<file path="src/rtl/amseq_pkg.sv">
`default_nettype none
// ----------------------------------------------------------------------------
// amseq_pkg
// Shared types and constants of the actuator move sequencer.
// ----------------------------------------------------------------------------
package amseq_pkg;

  localparam int unsigned TimeBitsDefault = 16;
  localparam int unsigned CfgAddrBits     = 5;
  localparam int unsigned PhaseBits       = 5;
  localparam int unsigned DispBits        = 16;
  localparam logic [15:0] AlarmDefault    = 16'd500;

  typedef enum logic [2:0] {
    ACT_NONE     = 3'd0,
    ACT_FW_START = 3'd1,
    ACT_BW_START = 3'd2,
    ACT_BW_HOLD  = 3'd3,
    ACT_MAN_STOP = 3'd4,
    ACT_EMG_STOP = 3'd5
  } action_e;

  typedef enum logic [PhaseBits-1:0] {
    PH_IDLE      = 5'd0,
    PH_FW_START  = 5'd1,
    PH_FW_DELAY  = 5'd2,
    PH_FW_ARM    = 5'd3,
    PH_FW_DRIVE  = 5'd4,
    PH_FW_FINISH = 5'd5,
    PH_FW_DONE   = 5'd6,
    PH_BW_START  = 5'd7,
    PH_BW_DELAY  = 5'd8,
    PH_BW_ARM    = 5'd9,
    PH_BW_DRIVE  = 5'd10,
    PH_BW_FINISH = 5'd11,
    PH_BW_DONE   = 5'd12,
    PH_BW_HOLD   = 5'd13,
    PH_MAN_STOP  = 5'd14,
    PH_EMG_STOP  = 5'd15,
    PH_ERR_STOP  = 5'd16
  } phase_e;

  typedef enum logic [2:0] {
    REG_OPTION   = 3'd0,
    REG_FW_DELAY = 3'd1,
    REG_BW_DELAY = 3'd2,
    REG_FW_ALARM = 3'd3,
    REG_BW_ALARM = 3'd4
  } reg_idx_e;

  typedef struct packed {
    logic        option_enable;
    logic [15:0] forward_delay;
    logic [15:0] backward_delay;
    logic [15:0] forward_alarm_time;
    logic [15:0] backward_alarm_time;
  } cfg_t;

  typedef struct packed {
    logic                 valve_forward;
    logic                 valve_backward;
    logic                 moving_forward;
    logic                 moving_backward;
    logic                 alarm_not_forward;
    logic                 alarm_not_backward;
    logic [PhaseBits-1:0] phase;
    logic [DispBits-1:0]  elapsed_display;
  } result_t;

endpackage
`default_nettype wire

</file>
<file path="src/rtl/amseq_regs.sv">
`default_nettype none
// ----------------------------------------------------------------------------
// amseq_regs
// APB configuration registers: option enable, move delays and alarm times.
// ----------------------------------------------------------------------------
module amseq_regs (
  input  wire logic                               clk_i,
  input  wire logic                               rst_ni,
  input  wire logic                               psel,
  input  wire logic                               penable,
  input  wire logic                               pwrite,
  input  wire logic [amseq_pkg::CfgAddrBits-1:0]  paddr,
  input  wire logic [31:0]                        pwdata,
  output logic      [31:0]                        prdata,
  output logic                                    pready,
  output amseq_pkg::cfg_t                         cfg_o
);
  import amseq_pkg::*;

  cfg_t     cfg_q;
  logic     wr_en;
  reg_idx_e idx;

  assign pready = 1'b1;
  assign wr_en  = psel & penable & pwrite;
  assign idx    = reg_idx_e'(paddr[CfgAddrBits-1:2]);
  assign cfg_o  = cfg_q;

  always_ff @(posedge clk_i or negedge rst_ni) begin
    if (!rst_ni) begin
      cfg_q.option_enable       <= 1'b0;
      cfg_q.forward_delay       <= 16'd0;
      cfg_q.backward_delay      <= 16'd0;
      cfg_q.forward_alarm_time  <= AlarmDefault;
      cfg_q.backward_alarm_time <= AlarmDefault;
    end else if (wr_en) begin
      unique case (idx)
        REG_OPTION:   cfg_q.option_enable       <= pwdata[0];
        REG_FW_DELAY: cfg_q.forward_delay       <= pwdata[15:0];
        REG_BW_DELAY: cfg_q.backward_delay      <= pwdata[15:0];
        REG_FW_ALARM: cfg_q.forward_alarm_time  <= pwdata[15:0];
        REG_BW_ALARM: cfg_q.backward_alarm_time <= pwdata[15:0];
        default: ;
      endcase
    end
  end

  always_comb begin
    unique case (idx)
      REG_OPTION:   prdata = {31'd0, cfg_q.option_enable};
      REG_FW_DELAY: prdata = {16'd0, cfg_q.forward_delay};
      REG_BW_DELAY: prdata = {16'd0, cfg_q.backward_delay};
      REG_FW_ALARM: prdata = {16'd0, cfg_q.forward_alarm_time};
      REG_BW_ALARM: prdata = {16'd0, cfg_q.backward_alarm_time};
      default:      prdata = 32'd0;
    endcase
  end

endmodule
`default_nettype wire

</file>
<file path="src/rtl/amseq_timer.sv">
`default_nettype none
// ----------------------------------------------------------------------------
// amseq_timer
// On-delay timer: counts up to its preset while running, holds 0 when stopped.
// ----------------------------------------------------------------------------
module amseq_timer #(
  parameter int unsigned TIME_BITS = amseq_pkg::TimeBitsDefault
) (
  input  wire logic                 clk_i,
  input  wire logic                 rst_ni,
  input  wire logic                 step_i,
  input  wire logic                 run_i,
  input  wire logic                 load_i,
  input  wire logic [TIME_BITS-1:0] preset_i,
  output logic                      running_o,
  output logic                      done_o,
  output logic      [TIME_BITS-1:0] elapsed_o
);
  import amseq_pkg::*;

  logic                 running_q;
  logic [TIME_BITS-1:0] elapsed_q, elapsed_d;
  logic [TIME_BITS-1:0] preset_q, preset_d;

  assign preset_d = load_i ? preset_i : preset_q;

  always_comb begin
    if (!run_i) begin
      elapsed_d = '0;
    end else if (elapsed_q < preset_d) begin
      elapsed_d = elapsed_q + 1'b1;
    end else begin
      elapsed_d = elapsed_q;
    end
  end

  always_ff @(posedge clk_i or negedge rst_ni) begin
    if (!rst_ni) begin
      running_q <= 1'b0;
      elapsed_q <= '0;
      preset_q  <= '0;
    end else if (step_i) begin
      running_q <= run_i;
      elapsed_q <= elapsed_d;
      preset_q  <= preset_d;
    end
  end

  assign running_o = running_q;
  assign done_o    = running_q && (elapsed_q >= preset_q);
  assign elapsed_o = elapsed_q;

endmodule
`default_nettype wire

</file>
<file path="src/rtl/amseq_ctrl.sv">
`default_nettype none
// ----------------------------------------------------------------------------
// amseq_ctrl
// Phase sequencer: command override, phase logic, valve and alarm latches.
// ----------------------------------------------------------------------------
module amseq_ctrl #(
  parameter int unsigned TIME_BITS = amseq_pkg::TimeBitsDefault
) (
  input  wire logic              clk_i,
  input  wire logic              rst_ni,
  input  wire logic              step_i,
  input  wire logic [2:0]        action_i,
  input  wire logic              forward_limit_i,
  input  wire logic              backward_limit_i,
  input  amseq_pkg::cfg_t        cfg_i,
  output amseq_pkg::result_t     result_o
);
  import amseq_pkg::*;

  localparam logic [32:0] TimeMax = (33'd1 << TIME_BITS) - 33'd1;

  phase_e phase_q, phase_d, phase_cmd;
  logic   vb_fw_q, vb_fw_d, vb_bw_q, vb_bw_d;
  logic   mv_fw_q, mv_fw_d, mv_bw_q, mv_bw_d;
  logic   al_fw_q, al_fw_d, al_bw_q, al_bw_d;

  logic                 d_run, d_load, d_running, d_done;
  logic                 l_run, l_load, l_running, l_done;
  logic [TIME_BITS-1:0] d_preset, l_preset, d_elapsed, l_elapsed;
  logic [TIME_BITS-1:0] fw_delay_sat, bw_delay_sat, fw_alarm_sat, bw_alarm_sat;
  logic [15:0]          fw_alarm, bw_alarm;
  logic [TIME_BITS-1:0] disp;
  logic [32:0]          disp_ext;

  function automatic logic [TIME_BITS-1:0] sat_preset(input logic [15:0] v);
    logic [32:0] ext;
    ext = {17'd0, v};
    sat_preset = (ext > TimeMax) ? TimeMax[TIME_BITS-1:0] : ext[TIME_BITS-1:0];
  endfunction

  assign fw_alarm     = (cfg_i.forward_alarm_time != 16'd0) ? cfg_i.forward_alarm_time
                                                             : AlarmDefault;
  assign bw_alarm     = (cfg_i.backward_alarm_time != 16'd0) ? cfg_i.backward_alarm_time
                                                              : AlarmDefault;
  assign fw_delay_sat = sat_preset(cfg_i.forward_delay);
  assign bw_delay_sat = sat_preset(cfg_i.backward_delay);
  assign fw_alarm_sat = sat_preset(fw_alarm);
  assign bw_alarm_sat = sat_preset(bw_alarm);

  // Command overrides the current phase before the phase logic runs
  always_comb begin
    unique case (action_e'(action_i))
      ACT_FW_START: phase_cmd = PH_FW_START;
      ACT_BW_START: phase_cmd = PH_BW_START;
      ACT_BW_HOLD:  phase_cmd = PH_BW_HOLD;
      ACT_MAN_STOP: phase_cmd = PH_MAN_STOP;
      ACT_EMG_STOP: phase_cmd = PH_EMG_STOP;
      default:      phase_cmd = phase_q;
    endcase
  end

  always_comb begin
    phase_d  = phase_cmd;
    vb_fw_d  = vb_fw_q;
    vb_bw_d  = vb_bw_q;
    mv_fw_d  = mv_fw_q;
    mv_bw_d  = mv_bw_q;
    al_fw_d  = al_fw_q;
    al_bw_d  = al_bw_q;
    d_run    = d_running;
    d_load   = 1'b0;
    d_preset = fw_delay_sat;
    l_run    = l_running;
    l_load   = 1'b0;
    l_preset = fw_alarm_sat;
    disp     = '0;

    unique case (phase_cmd)
      PH_IDLE: begin
        {vb_fw_d, vb_bw_d, mv_fw_d, mv_bw_d} = 4'b0000;
        d_run = 1'b0;
      end
      PH_FW_START: begin
        if (cfg_i.option_enable) begin
          d_run    = 1'b1;
          d_load   = 1'b1;
          d_preset = fw_delay_sat;
          phase_d  = PH_FW_DELAY;
        end else begin
          phase_d = PH_FW_DONE;
        end
      end
      PH_FW_DELAY: begin
        disp = d_elapsed;
        if (d_done) begin
          d_run   = 1'b0;
          disp    = '0;
          phase_d = PH_FW_ARM;
        end
      end
      PH_FW_ARM: begin
        l_run    = 1'b1;
        l_load   = 1'b1;
        l_preset = fw_alarm_sat;
        phase_d  = PH_FW_DRIVE;
      end
      PH_FW_DRIVE: begin
        mv_fw_d = 1'b1;
        vb_fw_d = 1'b1;
        mv_bw_d = 1'b0;
        disp    = l_elapsed;
        if (forward_limit_i) begin
          l_run   = 1'b0;
          phase_d = PH_FW_FINISH;
        end
        // alarm wins over a limit on the same tick
        if (l_done) begin
          l_run   = 1'b0;
          al_fw_d = 1'b1;
          phase_d = PH_ERR_STOP;
        end
      end
      PH_FW_FINISH: begin
        d_run   = 1'b0;
        l_run   = 1'b0;
        mv_fw_d = 1'b0;
        vb_fw_d = 1'b0;
        phase_d = PH_FW_DONE;
      end
      PH_FW_DONE: begin
        mv_fw_d = 1'b0;
      end
      PH_BW_START: begin
        if (cfg_i.option_enable) begin
          if (cfg_i.backward_delay != 16'd0) begin
            d_run    = 1'b1;
            d_load   = 1'b1;
            d_preset = bw_delay_sat;
            phase_d  = PH_BW_DELAY;
          end else begin
            phase_d = PH_BW_ARM;
          end
        end else begin
          phase_d = PH_BW_DONE;
        end
      end
      PH_BW_DELAY: begin
        disp = d_elapsed;
        if (d_done) begin
          d_run   = 1'b0;
          disp    = '0;
          phase_d = PH_BW_ARM;
        end
      end
      PH_BW_ARM: begin
        l_run    = 1'b1;
        l_load   = 1'b1;
        l_preset = bw_alarm_sat;
        phase_d  = PH_BW_DRIVE;
      end
      PH_BW_DRIVE: begin
        mv_fw_d = 1'b0;
        vb_fw_d = 1'b0;
        mv_bw_d = 1'b1;
        vb_bw_d = 1'b1;
        // the limit stops the delay timer; the alarm timer stops in finish
        if (backward_limit_i) begin
          mv_bw_d = 1'b0;
          vb_bw_d = 1'b0;
          d_run   = 1'b0;
          phase_d = PH_BW_FINISH;
        end
        disp = l_elapsed;
        if (l_done) begin
          d_run   = 1'b0;
          al_bw_d = 1'b1;
          phase_d = PH_ERR_STOP;
        end
      end
      PH_BW_FINISH: begin
        mv_fw_d = 1'b0;
        mv_bw_d = 1'b0;
        vb_bw_d = 1'b0;
        d_run   = 1'b0;
        l_run   = 1'b0;
        phase_d = PH_BW_DONE;
      end
      PH_BW_DONE: ;
      PH_BW_HOLD: begin
        mv_fw_d = 1'b0;
        mv_bw_d = 1'b1;
        vb_bw_d = 1'b1;
      end
      PH_MAN_STOP, PH_EMG_STOP: begin
        d_run = 1'b0;
        l_run = 1'b0;
        {vb_fw_d, vb_bw_d, mv_fw_d, mv_bw_d} = 4'b0000;
        phase_d = PH_IDLE;
      end
      PH_ERR_STOP: begin
        d_run = 1'b0;
        l_run = 1'b0;
        {vb_fw_d, vb_bw_d, mv_fw_d, mv_bw_d} = 4'b0000;
      end
      default: ;
    endcase
  end

  amseq_timer #(.TIME_BITS(TIME_BITS)) u_delay_timer (
    .clk_i     (clk_i),
    .rst_ni    (rst_ni),
    .step_i    (step_i),
    .run_i     (d_run),
    .load_i    (d_load),
    .preset_i  (d_preset),
    .running_o (d_running),
    .done_o    (d_done),
    .elapsed_o (d_elapsed)
  );

  amseq_timer #(.TIME_BITS(TIME_BITS)) u_alarm_timer (
    .clk_i     (clk_i),
    .rst_ni    (rst_ni),
    .step_i    (step_i),
    .run_i     (l_run),
    .load_i    (l_load),
    .preset_i  (l_preset),
    .running_o (l_running),
    .done_o    (l_done),
    .elapsed_o (l_elapsed)
  );

  always_ff @(posedge clk_i or negedge rst_ni) begin
    if (!rst_ni) begin
      phase_q <= PH_EMG_STOP;
      vb_fw_q <= 1'b0;
      vb_bw_q <= 1'b0;
      mv_fw_q <= 1'b0;
      mv_bw_q <= 1'b0;
      al_fw_q <= 1'b0;
      al_bw_q <= 1'b0;
    end else if (step_i) begin
      phase_q <= phase_d;
      vb_fw_q <= vb_fw_d;
      vb_bw_q <= vb_bw_d;
      mv_fw_q <= mv_fw_d;
      mv_bw_q <= mv_bw_d;
      al_fw_q <= al_fw_d;
      al_bw_q <= al_bw_d;
    end
  end

  assign disp_ext = 33'(disp);

  assign result_o.valve_forward      = vb_fw_d;
  assign result_o.valve_backward     = vb_bw_d;
  assign result_o.moving_forward     = mv_fw_d;
  assign result_o.moving_backward    = mv_bw_d;
  assign result_o.alarm_not_forward  = al_fw_d;
  assign result_o.alarm_not_backward = al_bw_d;
  assign result_o.phase              = phase_d;
  assign result_o.elapsed_display    = disp_ext[DispBits-1:0];

endmodule
`default_nettype wire

</file>
<file path="src/rtl/actuator_move_sequencer_top.sv">
`default_nettype none
// ----------------------------------------------------------------------------
// actuator_move_sequencer_top
// Two-valve actuator move sequencer, one tick per input transfer.
// ----------------------------------------------------------------------------
// From input transfer to result valid, the input register takes the
//   transfer, then one pass of the phase logic goes into the result register.
// Throughput: one item per cycle unless the result side stalls.
// Reset: asynchronous, active low; phase is emergency stop, timers, valves and
//   alarms clear, alarm times are 500 ticks. No clearing pass.
module actuator_move_sequencer_top #(
  parameter int unsigned TIME_BITS = amseq_pkg::TimeBitsDefault
) (
  input  wire logic                               clk_i,
  input  wire logic                               rst_ni,
  input  wire logic                               psel,
  input  wire logic                               penable,
  input  wire logic                               pwrite,
  input  wire logic [amseq_pkg::CfgAddrBits-1:0]  paddr,
  input  wire logic [31:0]                        pwdata,
  output logic      [31:0]                        prdata,
  output logic                                    pready,
  input  wire logic                               in_valid_i,
  output logic                                    in_ready_o,
  input  wire logic [2:0]                         action_i,
  input  wire logic                               forward_limit_i,
  input  wire logic                               backward_limit_i,
  output logic                                    out_valid_o,
  input  wire logic                               out_ready_i,
  output logic                                    valve_forward_o,
  output logic                                    valve_backward_o,
  output logic                                    moving_forward_o,
  output logic                                    moving_backward_o,
  output logic                                    alarm_not_forward_o,
  output logic                                    alarm_not_backward_o,
  output logic      [amseq_pkg::PhaseBits-1:0]    phase_o,
  output logic      [amseq_pkg::DispBits-1:0]     elapsed_display_o
);
  import amseq_pkg::*;

  cfg_t    cfg;
  result_t result, result_q;
  logic    in_valid_q, out_valid_q, step;
  logic [2:0] action_q;
  logic       fwl_q, bwl_q;

  amseq_regs u_regs (
    .clk_i   (clk_i),
    .rst_ni  (rst_ni),
    .psel    (psel),
    .penable (penable),
    .pwrite  (pwrite),
    .paddr   (paddr),
    .pwdata  (pwdata),
    .prdata  (prdata),
    .pready  (pready),
    .cfg_o   (cfg)
  );

  // advance the held item when the result slot is free or being drained
  assign step       = in_valid_q && (!out_valid_q || out_ready_i);
  assign in_ready_o = !in_valid_q || step;

  always_ff @(posedge clk_i or negedge rst_ni) begin
    if (!rst_ni) begin
      in_valid_q <= 1'b0;
    end else if (in_ready_o) begin
      in_valid_q <= in_valid_i;
    end
  end

  always_ff @(posedge clk_i) begin
    if (in_valid_i && in_ready_o) begin
      action_q <= action_i;
      fwl_q    <= forward_limit_i;
      bwl_q    <= backward_limit_i;
    end
  end

  amseq_ctrl #(.TIME_BITS(TIME_BITS)) u_ctrl (
    .clk_i            (clk_i),
    .rst_ni           (rst_ni),
    .step_i           (step),
    .action_i         (action_q),
    .forward_limit_i  (fwl_q),
    .backward_limit_i (bwl_q),
    .cfg_i            (cfg),
    .result_o         (result)
  );

  always_ff @(posedge clk_i or negedge rst_ni) begin
    if (!rst_ni) begin
      out_valid_q <= 1'b0;
    end else if (step) begin
      out_valid_q <= 1'b1;
    end else if (out_ready_i) begin
      out_valid_q <= 1'b0;
    end
  end

  always_ff @(posedge clk_i) begin
    if (step) begin
      result_q <= result;
    end
  end

  assign out_valid_o          = out_valid_q;
  assign valve_forward_o      = result_q.valve_forward;
  assign valve_backward_o     = result_q.valve_backward;
  assign moving_forward_o     = result_q.moving_forward;
  assign moving_backward_o    = result_q.moving_backward;
  assign alarm_not_forward_o  = result_q.alarm_not_forward;
  assign alarm_not_backward_o = result_q.alarm_not_backward;
  assign phase_o              = result_q.phase;
  assign elapsed_display_o    = result_q.elapsed_display;

endmodule
`default_nettype wire

</file>
<file path="config.mk">
export PLATFORM = sky130hd
export DESIGN_NAME = actuator_move_sequencer_top
export DESIGN_NICKNAME = d
export VERILOG_FILES = /design/src/rtl/amseq_pkg.sv /design/src/rtl/amseq_regs.sv /design/src/rtl/amseq_timer.sv /design/src/rtl/amseq_ctrl.sv /design/src/rtl/actuator_move_sequencer_top.sv
export SDC_FILE = /design/constraint.sdc
export NUM_CORES = 1
export LEC_CHECK = 0
export ABC_AREA = 1
export BUFFER_PORTS_ARGS = -buffer_cell sky130_fd_sc_hd__buf_2
export CAP_MARGIN = 15
export CORE_MARGIN = 10
export CORE_UTILIZATION = 60
export CTS_CLUSTER_DIAMETER = 150
export DETAILED_ROUTE_END_ITERATION = 12
export GPL_TIMING_DRIVEN = 0
export PLACE_DENSITY = 0.91
export REMOVE_ABC_BUFFERS = 1
export SLEW_MARGIN = 0
export SYNTH_ARGS = -nofsm -noshare
export SYNTH_HDL_FRONTEND = slang
export SYNTH_HIERARCHICAL = 1
export SYNTH_SLANG_ARGS = --single-unit
export TNS_END_PERCENT = 100
</file>
<file path="constraint.sdc">
create_clock -name clk_i -period 9.6 [get_ports clk_i]
set_input_delay 1.44 -clock clk_i [delete_from_list [all_inputs] [get_ports clk_i]]
set_output_delay 1.44 -clock clk_i [all_outputs]
set_load 0.005 [all_outputs]
</file>
# Yosys cells after proc, flatten, opt, wreduce, memory -nomap -nowiden
# Index checks and enable logic that the tools add are counted.
# W data, S select, Z words.
[word_totals]
regBits = 176
[op_classes]
add_sub_neg = 2
magnitude_cmp = 4
eq_ne = 26
n_mux = 52
bitwise = 2
reduce_logical = 31
[op_table]
columns = ["cell", "count"]
rows = [
  ["$mux W16", 13],
  ["$pmux W16 S5", 1],
  ["$pmux W5 S11", 1],
  ["$reduce_bool A16 Y1", 3],
  ["$eq A5 B4 Y1 const B", 7],
  ["$add A16 B1 Y16 const B", 2],
  ["$ge A16 B16 Y1", 2],
  ["$lt A16 B16 Y1", 2],
  ["$pmux W16 S2", 1],
  ["$mux W5", 6],
  ["$pmux W5 S5", 1],
  ["$eq A5 B3 Y1 const B", 4],
  ["$mux W1", 20],
  ["$reduce_or A6 Y1", 3],
  ["$reduce_and A2 Y1", 7],
  ["$eq A3 B2 Y1 const B", 4],
  ["$eq A5 B2 Y1 const B", 2],
  ["$reduce_or A5 Y1", 2],
  ["$eq A3 B3 Y1 const B", 3],
  ["$pmux W1 S3", 3],
  ["$reduce_or A9 Y1", 1],
  ["$reduce_or A2 Y1", 4],
  ["$eq A3 B1 Y1 const B", 2],
  ["$mux W3", 2],
  ["other kinds (12)", 21],
]

# Depth between registers and ports, before layout
[depth]
word_depth = 9
ltp_mapped = 28
ltp_nobuf = 25

# By module
# Netlist, hierarchy kept.
[modules_own_cells]
columns = ["mod", "n_inst", "cells_per_inst", "area_per_inst_um2", "seq_area_each_um2"]
rows = [
  ["amseq_regs", 1, 409, 3372.0, 1641.6],
  ["amseq_timer at u_ctrl.u_delay_timer", 1, 343, 2521.2, 825.8],
  ["amseq_timer at u_ctrl.u_alarm_timer", 1, 344, 2494.9, 825.8],
  ["amseq_ctrl", 1, 369, 1979.4, 280.3],
  ["actuator_move_sequencer_top", 1, 44, 1056.0, 1011.0],
]

# Worst setup path before layout
# No wires, ideal clock.
[synth_timing]
path_kind = "input -> register"
from = "input port out_ready_i"
to = "register u_ctrl.u_delay_timer.preset_q[10]"
setup_time_ns = 0.135
arrival_ns = 3.718
setup_slack_ns = 5.747
path_stages = 7
path_buffers = 2
cell_sequence = "inv_2 > a21oi_1 > buf_2 > inv_1 > clkbuf_1 > nand2_1 > o21ai_0"
[synth_between]
elab_chain_len = 2
[synth_rtl]
columns = ["element", "line", "rtl"]
rows = [
  ["start, declared", "actuator_move_sequencer_top.sv:29", "input wire logic out_ready_i,"],
  ["$logic_or A1 B1 Y1", "actuator_move_sequencer_top.sv:61", "assign step = in_valid_q && (!out_valid_q || out_ready_i);"],
  ["$logic_and A1 B1 Y1", "actuator_move_sequencer_top.sv:61", ""],
  ["net step", "actuator_move_sequencer_top.sv:43", "logic in_valid_q, out_valid_q, step;"],
  ["end signal, assigned", "amseq_timer.sv:45", "preset_q <= preset_d;"],
  ["end, declared", "amseq_timer.sv:23", "logic [TIME_BITS-1:0] preset_q, preset_d;"],
]
# The timed path passes the listed nets, and every way through them passes these cells.
# A chain may end at the register's enable or synchronous reset.

# Final worst setup path
[layout_timing]
from = "register action_q[1]"
to = "register u_ctrl.u_delay_timer.elapsed_q[6], in the netlist u_ctrl/u_delay_timer/elapsed_o[6]"
[layout_between]
elab_chain_len = 8
[layout_rtl]
columns = ["element", "line", "rtl"]
rows = [
  ["start, declared", "actuator_move_sequencer_top.sv:44", "logic [2:0] action_q;"],
  ["start signal, assigned", "actuator_move_sequencer_top.sv:74", "action_q <= action_i;"],
  ["$eq A3 B3 Y1, or another cell as far along", "amseq_ctrl.sv:52", "unique case (action_e'(action_i))"],
  ["$pmux W5 S5 *", "amseq_ctrl.sv:52", ""],
  ["$eq A5 B3 Y1 or $eq A5 B1 Y1 (tied branches)", "amseq_ctrl.sv:78", "unique case (phase_cmd)"],
  ["$pmux W1 S2 *", "amseq_ctrl.sv:78", ""],
  ["net u_ctrl.d_load", "amseq_ctrl.sv:27", "logic d_run, d_load, d_running, d_done;"],
  ["$mux W16 *", "amseq_timer.sv:25", "assign preset_d = load_i ? preset_i : preset_q;"],
  ["$lt A16 B16 Y1 *", "amseq_timer.sv:30", "end else if (elapsed_q < preset_d) begin"],
  ["$ne A2 B1 Y1 (no source line) *", "-", ""],
  ["$reduce_and A2 Y1 (no source line) *", "-", ""],
  ["end signal, assigned", "amseq_timer.sv:44", "elapsed_q <= elapsed_d;"],
  ["end, declared", "amseq_timer.sv:22", "logic [TIME_BITS-1:0] elapsed_q, elapsed_d;"],
]
# The timed path passes the listed nets; every way through them passes the cells marked *.

==> flow_summary_export.csv <==
group,metric,value,unit
place,place_ws,5070,ps
final_layout,fillers,1513,
min_path,hold_depth,2,
grt,grt_max_degree,78,
timing,hold_slack,459.1,ps
clocking,ctsResizeCount,0,
worst_setup_path,crit_fanout,33,
flow_run,cap_violations,0,
grt,grt_pass1_wl,49.49,mm
clocking,cts_buffers,17,
route,routed_via_density,5.986,
timing,fin_crit,4784,ps
final_layout,layout-drive-gt1-share,12.70,%
clocking,clk_pin_slew,70,ps
final_layout,final_util,66.07,%
timing,period_share,49.83,%
route,drt-total-wl,30.67,mm
min_path,hold_path_end,"u_ctrl/al_fw_q",
clocking,clock_sinks,176,
die,fp-row-count,50,
timing,final_max_slew_viol_count,0,
timing,tightest_slew,1120,ps
clocking,h-tree-depth,4,
final_layout,area_growth,8.182,%
timing,fin_tns_setup,0,ps
power_and_ir_drop,vdd_drop_max,0.0001650,V
clocking,hold_buffers,0,
worst_setup_path,cp.required,9920,ps
final_layout,final_cell_mix,"nand2_1, inv_1, dfrtp_1, o21ai_0, nand3_1",
synth,netlist_area,11420,sq um
route,ant_nets,0,
synth,synth_edf_count,32,
worst_setup_path,path_common_cell,"nand2_1",
clocking,clk_latency,440,ps
clocking,clk_path_buf_depth,2,
grt,first_global_vias,10240,
route,drtIter0Drc,1236,
clocking,cts_tree,"done",
final_layout,final_common_cell,"nand2_1",
synth,ys_ff_latch,176,
worst_setup_path,reg2reg_depth,22,
grt,grt-ovfl-total,0,
synth,synth_cell_type_count,49,
worst_setup_path,r2r-start,"action_q[1]",
final_layout,fin_nets,1651,
place,io_buffer_count,75,
die,io-pin-count,111,
place,place_congestion,0.9793,
synth,synth_seq_area_share,40.13,%
route,vias,10690,
timing,fin_ws,4816,ps
min_path,hold_class,"register to register",
clocking,clock-root-buffer,"clkbuf_16",
power_and_ir_drop,p_leak,6.242,nW
worst_setup_path,crit_slowest_cell,"nand2_1",
worst_setup_path,setup.worst_path.start_class,"register",
synth,synth-async-reset-ratio,81.82,%
place,placedCellCount,1753,
min_path,worst_hold_startpoint,"u_ctrl/al_fw_q",
worst_setup_path,rrSetupSlack,4820,ps
timing,fmax,209.0,MHz
route,drc,0,
worst_setup_path,crit_path_cell_trace,"inv_2 > nand2_4 > nand3_2 > nand2_2 > inv_2 > nand3_1 > nor2_2 > nand2_1 > o21ai_0 > inv_2 > o21ai_0 > ha_1 > a21oi_1 > nor2_1 > a211oi_1 > nand2_1 > nand2_1 > nand2_2 > nand2_4 > nand2_4 > nand2_1 > nand2_1",
timing,finalHoldViolations,0,
clocking,post_cts_buffers,0,
die,start_util,61.07,%
timing,relSlewSlack,24.56,%
worst_setup_path,critPathCaptureType,"register",
place,dpl.hpwl,21.12,mm
worst_setup_path,path_class,"register to register",
timing,finalSetupViolCount,0,
worst_setup_path,worst_r2r_endpoint,"u_ctrl/u_delay_timer/elapsed_o[6]",
die,die_width,158.0,um
timing,fin_skew,9.980,ps
route,wl_per_cell,17.18,um
final_layout,antenna_cells,0,
die,dieArea,24960,sq um
die,dieHeight,158.0,um
synth,ys.flop_type,"dfrtp_1",
synth,syn_inst,1509,
die,core_area,18710,sq um
worst_setup_path,arrival,5110,ps
worst_setup_path,slowest_delay,690,ps
outcome,status,"complete, no violations",
synth,syn_avg_cell_area,7.570,sq um
route,drt_pass1_iterations,6,
grt,antenna_found_initial,1,
timing,rsz0062_at_grt,"no",
power_and_ir_drop,p_per_area,212.4,nW/um^2
grt,track_usage,24.44,%
final_layout,final_cells,1785,
synth,ys_warn_count,6,
report_power, final:
group          internal, mW  leakage (nW)  switching, mW
clock network         0.429         0.303          0.303
logic                 0.285          3.77          0.580
registers             0.925          2.16          0.104
metal layers:
layer	wire (um)	global-route usage, %
met1	12120	30.28
met4	1319	12.53
met3	2883	4.912
met2	14350	39.71
met5	0	0
sequential cells by signal (all words and copies together) (netlist names), 3 cells and up:
signal                          count
action_q                            3
elapsed_display_o                  16
phase_o                             5
u_ctrl/phase_q                      5
u_ctrl/u_alarm_timer/elapsed_o     16
u_ctrl/u_alarm_timer/preset_q      16
u_ctrl/u_delay_timer/elapsed_o     16
u_ctrl/u_delay_timer/preset_q      16
u_regs/cfg_o                       65
worst max-delay path: cells and delay by family, from the launching register on:
kind | cells | cell delay (ps)
flip-flops | 1 | 480
adder cells (fa/ha/maj) | 1 | 300
buffers and inverters | 3 | 500
AND/OR/NAND/NOR | 14 | 2260
AO/OA/AOI/OAI | 4 | 1090
stage by stage:
| stage | power [mW] | instance area, sq um |
|---|---|---|
| after floorplan | 1.606 | 10970 |
| after global placement | 1.819 | 11640 |
| after detailed placement | 1.866 | 11740 |
| after CTS | 2.613 | 12360 |
| after global routing | 2.791 | 12360 |
| final | 2.625 | 12360 |
worst max-delay path by stage:
stage,endpoint,cells past startpoint,slack (ps),start
final,u_ctrl/u_delay_timer/elapsed_o[6],22,4820,action_q[1]
after global routing,u_ctrl/u_delay_timer/elapsed_o[6],22,4410,action_q[1]
after CTS,u_ctrl/u_delay_timer/elapsed_o[5],22,4990,action_q[1]
after detailed placement,u_ctrl/u_delay_timer/elapsed_o[15],22,5070,action_q[1]
after global placement,u_ctrl/u_alarm_timer/preset_q[13],5,1080,out_ready_i
after floorplan,u_ctrl/u_alarm_timer/preset_q[10],4,3230,out_ready_i
cells in the mapped netlist (4+ instances only):
master	instances	area share (%)
buf_6	9	0.89
nand2_4	9	0.89
nand2_1	486	16
buf_2	11	0.48
o21ai_1	53	2.3
a21oi_1	44	1.9
nand3_1	117	5.1
o21ai_0	128	5.6
a22oi_1	6	0.39
dfstp_2	16	3.7
nor4_1	4	0.22
nand2_2	17	0.93
dfrtp_1	128	28
ha_1	64	7.0
nand3_2	7	0.61
nor2_4	9	0.89
xnor2_1	4	0.31
nand4_1	51	2.8
xor2_1	8	0.61
buf_4	31	2.0
inv_1	128	4.2
clkbuf_1	31	1.0
inv_2	15	0.49
edfxtp_1	32	8.4
nor2_2	5	0.27
nor2_1	55	1.8
nor3_1	12	0.53
area by class of cell:
class,count,area (sq um),share of cell area (%)
Multi-Input combinational cell,1121,5869,47.49
Sequential cell,176,4584,37.10
Inverter,144,540.5,4.374
Clock buffer,21,461.7,3.736
Timing Repair Buffer,78,456.7,3.695
Tap cell,234,292.8,2.369
Clock inverter,11,152.6,1.235
cells by family (layout without fill, tap and decap cells):
logic type      count (synthesis)  in the layout  share of synthesized area (%)
simple gates                  784            784                          31.45
buf+inv                       227            254                          9.189
other cells                     2             17                        0.06574
fa+ha+maj                      64             64                          7.010
compound gates                244            244                          11.24
xor+xnor                       12             12                         0.9200
flops                         176            176                          40.13
(Power assumes the default switching activity.)
